## src/design/smn_pkg.sv

```systemverilog
// Shared types and constants for the symmetric matrix norm unit.
// No dependencies.
package smn_pkg;
	localparam logic [1:0] KIND_MAXABS = 2'd0;
	localparam logic [1:0] KIND_ONEINF = 2'd1;
	localparam logic [1:0] KIND_FROB   = 2'd2;
	localparam logic [1:0] KIND_UNUSED = 2'd3;
	localparam logic [1:0] REG_KIND    = 2'd0;
	localparam logic [1:0] REG_TRI     = 2'd1;
	localparam logic [1:0] REG_ORDER   = 2'd2;
	localparam int unsigned SUM_W = 30;
	localparam logic [SUM_W-1:0] SUM_MAX = '1;

	// queued work item between front and back
	typedef struct packed {
		logic       take;
		logic       last;
		logic       diag;
		logic [5:0] row;
		logic [5:0] col;
		logic [23:0] mag;
		logic [1:0] kind;
	} smn_op_t;
endpackage

```

## src/design/symmetric_matrix_norm_unit.sv

```systemverilog
// Symmetric matrix norm unit: front filter, two-entry queue, row-sum back end.
// Per item the back end steps through IDLE, RD and SQRT; one-norm items add WR,
// and off-diagonal ones RD2 and WR2 (read/write of two rows on one RAM port); the
// queue registers items between front and back. Last item in Frobenius mode adds
// a bit-serial square root. After each result and after reset a clearing pass
// sweeps all MAX_ORDER RAM entries.
// arst_n clears control state registers to their reset values.
module symmetric_matrix_norm_unit import smn_pkg::*; #(
	parameter int MAX_ORDER   = 64,
	parameter int VALUE_WIDTH = 24
) (
	input  logic        clk,
	input  logic        arst_n,
	input  logic        cfg_we,
	input  logic [1:0]  cfg_index,
	input  logic [6:0]  cfg_data,
	input  logic        s_tvalid,
	output logic        s_tready,
	input  logic [39:0] s_tdata,  // row_index[5:0], col_index[11:6], element_value[35:12], pad
	input  logic        s_tlast,  // last_element
	output logic        m_tvalid,
	input  logic        m_tready,
	output logic [31:0] m_tdata   // norm_value[29:0], pad
);
	logic [1:0] kind_q;
	logic       tri_q;
	logic [6:0] order_q;
	logic       q_valid, q_ready;
	smn_op_t    q_op;
	logic [SUM_W-1:0] norm;

	always_ff @(posedge clk or negedge arst_n) begin
		if (!arst_n) begin
			kind_q  <= KIND_MAXABS;
			tri_q   <= 1'b0;
			order_q <= 7'd64;
		end else if (cfg_we) begin
			unique case (cfg_index)
				REG_KIND:  kind_q  <= cfg_data[1:0];
				REG_TRI:   tri_q   <= cfg_data[0];
				REG_ORDER: order_q <= cfg_data;
				default: ;
			endcase
		end
	end

	smn_front #(.MAX_ORDER(MAX_ORDER), .VALUE_WIDTH(VALUE_WIDTH)) u_front (
		.clk, .arst_n, .norm_kind(kind_q), .triangle(tri_q), .order(order_q),
		.in_valid(s_tvalid), .in_ready(s_tready),
		.row(s_tdata[5:0]), .col(s_tdata[11:6]), .value(s_tdata[35:12]),
		.last(s_tlast), .q_valid, .q_ready, .q_op
	);

	smn_back #(.MAX_ORDER(MAX_ORDER)) u_back (
		.clk, .arst_n, .q_valid, .q_ready, .q_op,
		.out_valid(m_tvalid), .out_ready(m_tready), .out_norm(norm)
	);

	assign m_tdata = {2'b00, norm};
endmodule

```

## src/design/smn_ram.sv

```systemverilog
// Generic single-port-write, single-read RAM with registered read.
// No dependencies.
module smn_ram #(
	parameter int WIDTH = 30,
	parameter int DEPTH = 64
) (
	input  logic                     clk,
	input  logic                     we,
	input  logic [$clog2(DEPTH)-1:0] waddr,
	input  logic [WIDTH-1:0]         wdata,
	input  logic [$clog2(DEPTH)-1:0] raddr,
	output logic [WIDTH-1:0]         rdata
);
	logic [WIDTH-1:0] mem [DEPTH];
	always_ff @(posedge clk) begin
		if (we) mem[waddr] <= wdata;
		rdata <= mem[raddr];
	end
endmodule

```

## src/design/smn_front.sv

```systemverilog
// Front end: takes elements, filters by triangle/order, forms magnitude.
// Depends on smn_pkg.
module smn_front import smn_pkg::*; #(
	parameter int MAX_ORDER   = 64,
	parameter int VALUE_WIDTH = 24
) (
	input  logic        clk,
	input  logic        arst_n,
	input  logic [1:0]  norm_kind,
	input  logic        triangle,
	input  logic [6:0]  order,
	input  logic        in_valid,
	output logic        in_ready,
	input  logic [5:0]  row,
	input  logic [5:0]  col,
	input  logic [23:0] value,
	input  logic        last,
	output logic        q_valid,
	input  logic        q_ready,
	output smn_op_t     q_op
);
	localparam int QD = 2;
	smn_op_t     fifo_q [QD];
	logic [1:0]  cnt_q;
	logic        rp_q, wp_q;
	logic [6:0]  eff;
	logic [VALUE_WIDTH-1:0] raw, neg;
	smn_op_t     op;
	logic        push, pop;

	always_comb begin
		eff = (order > 7'(MAX_ORDER)) ? 7'(MAX_ORDER) : order;
		raw = value[VALUE_WIDTH-1:0];
		neg = ~raw + 1'b1;
		op.row  = row;
		op.col  = col;
		op.last = last;
		op.kind = norm_kind;
		op.diag = (row == col);
		op.mag  = raw[VALUE_WIDTH-1] ? 24'(neg) : 24'(raw);
		if (raw[VALUE_WIDTH-1] && neg == raw)
			op.mag = 24'(raw);
		op.take = ({1'b0, row} < eff) && ({1'b0, col} < eff) &&
			(triangle ? (row >= col) : (row <= col));
	end

	assign in_ready = (cnt_q != 2'(QD));
	assign push = in_valid && in_ready;
	assign q_valid = (cnt_q != 2'd0);
	assign pop = q_valid && q_ready;
	assign q_op = fifo_q[rp_q];

	always_ff @(posedge clk) begin
		if (push) fifo_q[wp_q] <= op;
	end
	always_ff @(posedge clk or negedge arst_n) begin
		if (!arst_n) begin
			cnt_q <= '0;
			rp_q  <= 1'b0;
			wp_q  <= 1'b0;
		end else begin
			if (push) wp_q <= ~wp_q;
			if (pop) rp_q <= ~rp_q;
			cnt_q <= cnt_q + 2'(push) - 2'(pop);
		end
	end
endmodule

```

## src/design/smn_sqrt.sv

```systemverilog
// Iterative 64-bit integer square root, one result bit per cycle.
// Depends on smn_pkg.
module smn_sqrt import smn_pkg::*; (
	input  logic             clk,
	input  logic             arst_n,
	input  logic             start,
	input  logic [63:0]      x,
	output logic             done,
	output logic [SUM_W-1:0] root
);
	logic [63:0] rem_q, res_q, bit_q;
	logic        busy_q;
	logic [63:0] trial;
	logic [63:0] r;

	assign trial = res_q + bit_q;
	always_ff @(posedge clk or negedge arst_n) begin
		if (!arst_n) begin
			busy_q <= 1'b0;
			done   <= 1'b0;
		end else begin
			done <= 1'b0;
			if (start) busy_q <= 1'b1;
			else if (busy_q && bit_q == 64'd0) begin
				busy_q <= 1'b0;
				done   <= 1'b1;
			end
		end
	end
	always_ff @(posedge clk) begin
		if (start) begin
			rem_q <= x;
			res_q <= '0;
			bit_q <= 64'd1 << 62;
		end else if (busy_q && bit_q != 64'd0) begin
			if (rem_q >= trial) begin
				rem_q <= rem_q - trial;
				res_q <= (res_q >> 1) + bit_q;
			end else begin
				res_q <= res_q >> 1;
			end
			bit_q <= bit_q >> 2;
		end
	end
	assign r = res_q;
	assign root = (r > 64'(SUM_MAX)) ? SUM_MAX : r[SUM_W-1:0];
endmodule

```

## src/design/smn_back.sv

```systemverilog
// Back end: row-sum memory updates, max, sum of squares, final norm.
// Depends on smn_pkg, smn_ram, smn_sqrt.
module smn_back import smn_pkg::*; #(
	parameter int MAX_ORDER = 64
) (
	input  logic             clk,
	input  logic             arst_n,
	input  logic             q_valid,
	output logic             q_ready,
	input  smn_op_t          q_op,
	output logic             out_valid,
	input  logic             out_ready,
	output logic [SUM_W-1:0] out_norm
);
	localparam int AW = (MAX_ORDER > 1) ? $clog2(MAX_ORDER) : 1;

	typedef enum logic [7:0] {
		ST_IDLE  = 8'b0000_0001,
		ST_RD    = 8'b0000_0010,
		ST_WR    = 8'b0000_0100,
		ST_RD2   = 8'b0000_1000,
		ST_WR2   = 8'b0001_0000,
		ST_CLR   = 8'b0010_0000,
		ST_SQRT  = 8'b0100_0000,
		ST_OUT   = 8'b1000_0000
	} st_t;

	st_t              st_q;
	smn_op_t          op_q;
	logic [SUM_W-1:0] max_q, norm_q;
	logic [63:0]      sq_sum_q, sq_q;
	logic [47:0]      sq_prod;
	logic [AW-1:0]    clr_q;
	logic [AW:0]      clr_cnt;
	logic [SUM_W-1:0] rdata, sum;
	logic [SUM_W:0]   sum_w;
	logic             we;
	logic [AW-1:0]    waddr, raddr;
	logic [SUM_W-1:0] wdata;
	logic [64:0]      add1;
	logic             sq_done;
	logic [SUM_W-1:0] root;
	logic [SUM_W-1:0] mag30;
	// Frobenius finish: the last square is folded in before the root starts
	logic             fin_q;

	assign mag30 = SUM_W'(op_q.mag);
	assign sum_w = {1'b0, rdata} + {1'b0, mag30};
	assign sum   = sum_w[SUM_W] ? SUM_MAX : sum_w[SUM_W-1:0];
	assign add1  = {1'b0, sq_sum_q} + {1'b0, sq_q};
	assign clr_cnt = {1'b0, clr_q} + 1'b1;
	assign sq_prod = q_op.mag * q_op.mag;

	always_comb begin
		raddr = (st_q == ST_RD2 || st_q == ST_WR) ? op_q.col[AW-1:0]
			: op_q.row[AW-1:0];
		we    = 1'b0;
		waddr = op_q.row[AW-1:0];
		wdata = sum;
		unique case (st_q)
			ST_WR:  we = 1'b1;
			ST_WR2: begin we = 1'b1; waddr = op_q.col[AW-1:0]; end
			ST_CLR: begin we = 1'b1; waddr = clr_q; wdata = '0; end
			default: ;
		endcase
	end

	smn_ram #(.WIDTH(SUM_W), .DEPTH(MAX_ORDER)) u_rows (
		.clk, .we, .waddr, .wdata, .raddr, .rdata
	);

	smn_sqrt u_sqrt (
		.clk, .arst_n, .start(fin_q), .x(sq_sum_q), .done(sq_done), .root
	);

	assign q_ready   = (st_q == ST_IDLE);
	assign out_valid = (st_q == ST_OUT);
	assign out_norm  = norm_q;

	always_ff @(posedge clk) begin
		if (st_q == ST_IDLE && q_valid) begin
			op_q <= q_op;
			sq_q <= {16'd0, sq_prod};
		end
	end

	always_ff @(posedge clk or negedge arst_n) begin
		if (!arst_n) begin
			st_q     <= ST_CLR;
			max_q    <= '0;
			sq_sum_q <= '0;
			clr_q    <= '0;
			norm_q   <= '0;
			fin_q    <= 1'b0;
		end else begin
			fin_q <= 1'b0;
			unique case (st_q)
				ST_IDLE: if (q_valid) st_q <= ST_RD;
				ST_RD: begin
					// state for memory read / square register
					if (op_q.take && op_q.kind == KIND_MAXABS) begin
						if (mag30 > max_q) max_q <= mag30;
						st_q <= ST_SQRT;
					end else if (op_q.take && op_q.kind == KIND_ONEINF) begin
						st_q <= ST_WR;
					end else begin
						if (op_q.take && op_q.kind == KIND_FROB) begin
							sq_sum_q <= add1[64] ? '1 : add1[63:0];
							if (!op_q.diag) st_q <= ST_RD2;
							else st_q <= ST_SQRT;
						end else st_q <= ST_SQRT;
					end
				end
				ST_WR: begin
					if (sum > max_q) max_q <= sum;
					st_q <= op_q.diag ? ST_SQRT : ST_RD2;
				end
				ST_RD2: begin
					if (op_q.kind == KIND_FROB) begin
						sq_sum_q <= add1[64] ? '1 : add1[63:0];
						st_q <= ST_SQRT;
					end else st_q <= ST_WR2;
				end
				ST_WR2: begin
					if (op_q.kind == KIND_ONEINF && sum > max_q) max_q <= sum;
					st_q <= ST_SQRT;
				end
				ST_SQRT: begin
					// decision point: finish item, or produce the norm
					if (!op_q.last) st_q <= ST_IDLE;
					else if (op_q.kind == KIND_FROB) begin
						if (!fin_q && clr_q == '0 && !sq_done) begin
							fin_q <= 1'b1;
							clr_q <= '1;
						end else if (sq_done) begin
							norm_q <= root;
							st_q   <= ST_OUT;
						end
					end else begin
						norm_q <= (op_q.kind == KIND_MAXABS ||
							op_q.kind == KIND_ONEINF) ? max_q : '0;
						st_q <= ST_OUT;
					end
				end
				ST_OUT: if (out_ready) begin
					st_q     <= ST_CLR;
					clr_q    <= '0;
					max_q    <= '0;
					sq_sum_q <= '0;
				end
				ST_CLR: begin
					clr_q <= clr_cnt[AW-1:0];
					if (clr_cnt == (AW+1)'(MAX_ORDER)) begin
						st_q  <= ST_IDLE;
						clr_q <= '0;
					end
				end
				default: st_q <= ST_IDLE;
			endcase
		end
	end
endmodule

```

## config.mk

```make
export PLATFORM = sky130hd
export DESIGN_NAME = symmetric_matrix_norm_unit
export DESIGN_NICKNAME = d
export VERILOG_FILES = /design/src/design/smn_pkg.sv /design/src/design/symmetric_matrix_norm_unit.sv /design/src/design/smn_ram.sv /design/src/design/smn_front.sv /design/src/design/smn_sqrt.sv /design/src/design/smn_back.sv
export SDC_FILE = /design/constraint.sdc
export NUM_CORES = 2
export LEC_CHECK = 0
export BUFFER_PORTS_ARGS = -buffer_cell sky130_fd_sc_hd__buf_2
export CELL_PAD_IN_SITES_DETAIL_PLACEMENT = 1
export CELL_PAD_IN_SITES_GLOBAL_PLACEMENT = 1
export CORE_UTILIZATION = 55
export CTS_BUF_LIST = sky130_fd_sc_hd__clkbuf_8
export DETAILED_ROUTE_END_ITERATION = 8
export PLACE_DENSITY = 0.88
export SLEW_MARGIN = 20
export SYNTH_ARGS = -nofsm -noshare
export SYNTH_HDL_FRONTEND = slang
export SYNTH_SLANG_ARGS = --single-unit
```

## constraint.sdc

```tcl
create_clock -name clk -period 14.2 [get_ports clk]
set_input_delay 2.84 -clock clk [delete_from_list [all_inputs] [get_ports clk]]
set_output_delay 2.84 -clock clk [all_outputs]
set_load 0.02 [all_outputs]
```

# Word-level counts from Yosys, hierarchy flattened
# Memories as Yosys holds them, arrays and structs flattened. A register that Yosys moved wholly into a read port is not among the register bits.
# Index checks and enable logic that the tools add are counted.
# Widths: inputs -> output; s select.
[classes]
add_sub_neg = 9
n_mul = 1
magnitude_cmp = 9
eq_ne = 34
n_mux = 62
n_bitwise = 3
n_reduce_logical = 39
[op_table]
columns = ["operator", "n"]
rows = [
  ["$mux 64", 10],
  ["$mux 30", 12],
  ["$pmux 64 s3", 1],
  ["$pmux 30 s4", 1],
  ["$mux 8", 9],
  ["$add 64x48->65", 1],
  ["$add 63x63->64", 1],
  ["$add 64x63->64", 1],
  ["$ge 64x64->1", 1],
  ["$gt 64x30->1 const B", 1],
  ["$logic_not 64->1", 1],
  ["$pmux 8 s8", 1],
  ["$reduce_bool 64->1", 1],
  ["$sub 64x64->64", 1],
  ["$mul 24x24->48", 1],
  ["$mux 24", 2],
  ["$mux 6", 6],
  ["$add 30x24->31", 1],
  ["$gt 24x30->1", 1],
  ["$gt 30x30->1", 1],
  ["$mux 7", 4],
  ["$add 24x1->24 const B", 1],
  ["$eq 24x24->1", 1],
  ["$not 24->24", 1],
  ["other kinds (39)", 96],
]
[totals]
reg_bits = 404
mem_bits_rw = 2002
inputBits = 55
out_inout_bits = 34
mem_count = 2
[mem_list]
columns = ["name", "words", "word_bits", "rd", "rd_ports_with_merged_regs", "wr", "line_no", "source"]
rows = [
  ["u_back.u_rows.mem", 64, 30, 1, 1, 1, "smn_ram.sv:14", "logic [WIDTH-1:0] mem [DEPTH];"],
  ["u_front.fifo_q", 2, 41, 1, 0, 1, "smn_front.sv:23", "smn_op_t fifo_q [QD];"],
]

# Logic depth before layout (Yosys ltp)
[depth]
word_depth = 7
ltp_mapped = 32
depth_no_buf = 28

# Hierarchy
# Synthesis repeated with hierarchy kept, for this count alone.
[hier_totals]
cells_unflattened = 9082
hier_area_um2 = 125489.1
[modules_own_cells]
columns = ["mod", "instances", "cells_per_inst", "area_each_um2", "seq_area_each_um2"]
rows = [
  ["smn_ram", 1, 3309, 73968.4, 58255.9],
  ["smn_back", 1, 3441, 31341.3, 6092.1],
  ["smn_sqrt", 1, 2040, 15685.0, 3893.7],
  ["smn_front", 1, 266, 4071.4, 2562.5],
  ["symmetric_matrix_norm_unit", 1, 26, 422.9, 251.5],
]

# Worst setup path after synthesis
# OpenSTA, ideal clock, no wires.
[synth_timing]
kind = "register to register"
startpoint = "reg u_back.st_q[3]"
endpoint = "reg u_front.cnt_q[1]"
setup_time_ns = 0.080
arrival_ns = 11.613
t_required_ns = 14.120
slack_ns = 2.507
path_stages_with_launch = 9
period_less_slack_ns = 11.693
cell_sequence = "dfrtp_1 > nor2_1 > nand3_1 > nor4b_1 > ha_1 > inv_1 > ha_1 > xnor2_1 > xnor2_1"
[synth_between]
elab_chain_len = 3
[synth_rtl]
columns = ["element", "line_no", "source"]
rows = [
  ["start: declaration", "smn_back.sv:28", "st_t st_q;"],
  ["start signal: assignment", "smn_back.sv:116", "st_q <= op_q.diag ? ST_SQRT : ST_RD2;"],
  ["$eq 8x1->1", "smn_back.sv:76", "assign q_ready = (st_q == ST_IDLE);"],
  ["$logic_and 1x1->1", "smn_front.sv:50", "assign pop = q_valid && q_ready;"],
  ["net u_front.pop", "smn_front.sv:29", "logic push, pop;"],
  ["$sub 2x1->2", "smn_front.sv:64", "cnt_q <= cnt_q + 2'(push) - 2'(pop);"],
  ["end signal: assignment", "smn_front.sv:64", ""],
  ["end: declaration", "smn_front.sv:24", "logic [1:0] cnt_q;"],
]
# The timed path passes the listed nets, and every way through them passes these cells.
# A chain may end at the register's enable or synchronous reset.

# Worst setup path after layout
[layout_timing]
startpoint = "reg u_front.rp_q"
endpoint = "reg u_back.sq_q[44], data pin"
[layout_between]
elab_chain_len = 2
[layout_rtl]
columns = ["element", "line_no", "source"]
rows = [
  ["start: declaration", "smn_front.sv:25", "logic rp_q, wp_q;"],
  ["start signal: assignment", "smn_front.sv:63", "if (pop) rp_q <= ~rp_q;"],
  ["$mem_v2 2x41", "n/a", ""],
  ["$mul 24x24->48", "smn_back.sv:52", "assign sq_prod = q_op.mag * q_op.mag;"],
  ["net u_back.sq_prod[44]", "smn_back.sv:32", "logic [47:0] sq_prod;"],
  ["end signal: assignment", "smn_back.sv:83", "sq_q <= {16'd0, sq_prod};"],
  ["end: declaration", "smn_back.sv:31", "logic [63:0] sq_sum_q, sq_q;"],
]
# The timed path passes the listed nets, and every way through them passes these cells.

==> results.md <==
- Status: finished clean
- Fraction of the mapped netlist area in adder cells: between 10% and 20%
- Max-Slew Margin vs Limit: around a tenth
- Via density: 6.928
- Worst Reg-to-Reg Cells: 29
- DP Wirelength: 254.7 mm
- Crit share post-route: a little over two thirds
- Final setup fails: 0
- Max Freq: 99.85 MHz
- Busiest metal layer after global routing: met2
- Largest net degree at the start of global routing: approximately 170
- Synthesized flop and latch total: 2434
- Final ANT Viol Nets: 0
- Crit path max fanout: 42
- GR Util All Layers: approximately 38%
- Routability congestion estimate: 0.9218
- CTS tree: built
- Most frequent cells in the layout: 2153 x edfxtp_1, 1520 x nand2_1, 828 x inv_1
- Post-CTS sizing: 0
- Clk buf depth: 4
- First-pass GRT wire length: 647.9 mm
- Area grow syn2layout: 9.515%
- Async SR Flop Fraction: 6.368%
- Met2 Resource Use GR: about three fifths
- Core Area: 225500 um2
- Initial antenna violation count: 21
- Post-synth top area cell: edfxtp_1
- # hold bufs at CTS: 0
- Flop2flop setup slack: 4180 ps
- Setup CP Type: flip-flop to flip-flop
- Post-route setup TNS: 0 ps
- WHS Path Cells: 1
- Syn avg cell area: 12.37 um2
- DRC: 0
- Synth top area cells: edfxtp_1 52%, fa_1 6.8%, nand2_1 4.6%
- Min-delay src: u_back.out_norm[24]$_DFFE_PN0P_
- Worst Hold End: u_back.out_norm[24]$_DFFE_PN0P_
- Compound-gate portion of the synthesized area: approximately a tenth
- Worst Skew: approximately 150 ps
- Clock sink total: approximately 2400
- RR Startpoint: u_front.rp_q$_DFFE_PN0P_
- # fillers: about 22000
- Post-synth cell types: between 80 and 90
- Clock slew at reported path FFs: 60 ps
- Final hold violation count: 0
- Main combinational cell family by area after synthesis: adder cells
- Footprint of the multi-input gates: 50250 um2
- Fin crit period: 10020 ps
- Reg2reg end: u_back.sq_q[44]$_DFFE_PP_
- CP endpoint kind: flip-flop
- DRT iter0 DRCs: roughly 13000
- Tightest Pin Transition: 1337 ps
- Top_reg_cell synth: edfxtp_1
- GRT Residual Overflow: 0
- H-Tree Depth: 5
- Die Wd: 479.2 um
- Post-synthesis sequential area ratio: 56.72%
- Final nets: 11174
- RSZ-0062 raised after global routing: false
- Clock root buffer: clkbuf_8
- Cts bufs inserted: 398
- Seq. cell area: a little over 70000 um2
- Port bufs: 82
- Post-synth top area share: 51.61%
- Max-slew violations: 0
- Worst path slowest cell: clkinv_1
- Layout cell share with drive strength beyond 1: 11.82%
- Number of synthesized flops with an enable pin: 2153
- Num ports: 89
- Die area: around 230000 um2
- Number of global-route vias before repair: approximately 99000
- Final wirelength: 440.3 mm
- Synth warn: 0
- Simple-gate portion of the synthesized area: 10.44%
- Global Route met3 Usage: under 10%
- Mapped Cells: a little over 10000
- Multiplexer area fraction after synthesis: 5.208%
- Synth Area in XOR/XNOR: 2.070%
- Critical path arrival: 10810 ps
- CP max stage delay: 840 ps
- Vias: ~94000
- DIE HEIGHT: 479.2 um
- Starting Density: a little under three fifths
- DRT Pass-1 Iters: 6
- Most common cell after layout, fill and taps aside: edfxtp_1
- Worst setup SP type: flip-flop
- Worst EP required: 15000 ps
- Max-cap violation count: 0
- Routed len/inst: 32.50 um
- Row count: 174
- Setup bufs post-CTS: 0
- Worst-Skew Late Latency: 1170 ps
- Min-Delay Path Class: flip-flop to flip-flop
- Met1 GRT Util: 48.46%
- Mapped Area: 125300 um2
## area by class of cell
type / instances / share of cell area [%]
Multi-Input combinational cell: 6411 / 36.63
Clock inverter: 280 / 1.067
Tap cell: 2992 / 2.729
Clock buffer: 422 / 4.234
Antenna cell: 5 / 0.009121
Inverter: 718 / 1.965
Sequential cell: 2434 / 51.80
Timing Repair Buffer: 285 / 1.566
## layer usage
metal / part of all wire [%] / wire length, um / vias to the layer above
li1: - / - / 37484
met1: 35 / 156200 / 46742
met2: 46 / 201800 / 7639
met3: 12 / 52300 / 1966
met4: 6.8 / 29840 / 18
met5: 0.030 / 130 / -
## worst max-delay path, delay by kind of cell, from the launching register on
kind | cells | cell delay (ps)
buffers and inverters | 10 | 2110
and+or+nand+nor | 4 | 1160
muxes | 2 | 480
adders and majority gates | 8 | 3910
AOI/OAI and AO/OA | 5 | 1670
DFF | 1 | 350
## logic make-up (layout without fill, tap and decap cells)
group,count (synthesis),count (layout)
AOI/OAI and AO/OA,1944,1944
xor gates and xnor gates,296,296
adders and majority gates,871,871
buffers and inverters,1281,1705
DFF,2434,2434
muxes,344,344
other,1,7
and+or+nand+nor,2954,2954
## cells in the mapped netlist (51+ instances only)
cell type	count
and2_1	51
dfrtp_1	153
a21o_1	147
dfxtp_1	126
nand3_1	351
a21oi_1	370
nor2_1	489
edfxtp_1	2153
fa_1	424
inv_1	708
nand2_1	1522
and3_1	173
nand4_1	65
xor2_1	111
clkbuf_1	504
mux4_2	240
ha_1	447
nor3_1	65
o21ai_0	424
a211oi_1	196
a31oi_1	149
mux2_2	61
a311oi_1	313
xnor2_1	185
## how the worst max path moves through the flow
stage                                     startpoint  depth (start not counted)                    endpoint  slack (ps)
final                       u_front.rp_q$_DFFE_PN0P_                         29   u_back.sq_q[44]$_DFFE_PP_        4180
after global routing        u_front.rp_q$_DFFE_PN0P_                         29   u_back.sq_q[44]$_DFFE_PP_        3620
after CTS                   u_front.rp_q$_DFFE_PN0P_                         29   u_back.sq_q[44]$_DFFE_PP_        4260
after detailed placement    u_front.rp_q$_DFFE_PN0P_                         29   u_back.sq_q[46]$_DFFE_PP_        4400
after global placement      u_front.rp_q$_DFFE_PN0P_                         29   u_back.sq_q[44]$_DFFE_PP_        4580
after floorplan           u_back.st_q[3]$_DFFE_PN0P_                          8  u_front.cnt_q[1]$_DFF_PN0_        2510
## sequential cells by signal (all words and copies together) (netlist names), 2 cells and up
signal / count
u_back.u_sqrt.bit_q: 32
u_back.u_sqrt.r: 64
u_back.max_q: 30
u_back.u_rows.rdata: 30
order_q: 7
u_back.sq_q: 46
kind_q: 2
u_back.sq_sum_q: 64
u_back.op_q: 17
u_back.u_rows.mem: 1920
u_back.st_q: 8
u_back.mag30: 24
u_back.out_norm: 30
u_front.cnt_q: 2
u_back.clr_q: 6
u_front.fifo_q: 82
u_back.u_sqrt.rem_q: 64
## metrics by stage
stage | setup slack (ps) | utilization, % | instances | hold WS (ps) | instance area, um2
floorplan | 2507 | - | 10126 | 419.0 | 125300
global placement | 4580 | 57.51 | 12834 | 482.4 | 129700
detailed placement | 4402 | 57.57 | 12840 | 493.7 | 129800
CTS | 4257 | 60.79 | 13542 | 510.6 | 137100
global route | 3622 | 60.82 | 13543 | 528.3 | 137200
finish | 4185 | 60.82 | 13547 | 505.8 | 137200
Power is not shown: default switching activity piles up to over one toggle a cycle in this logic, so the estimate is an artifact.
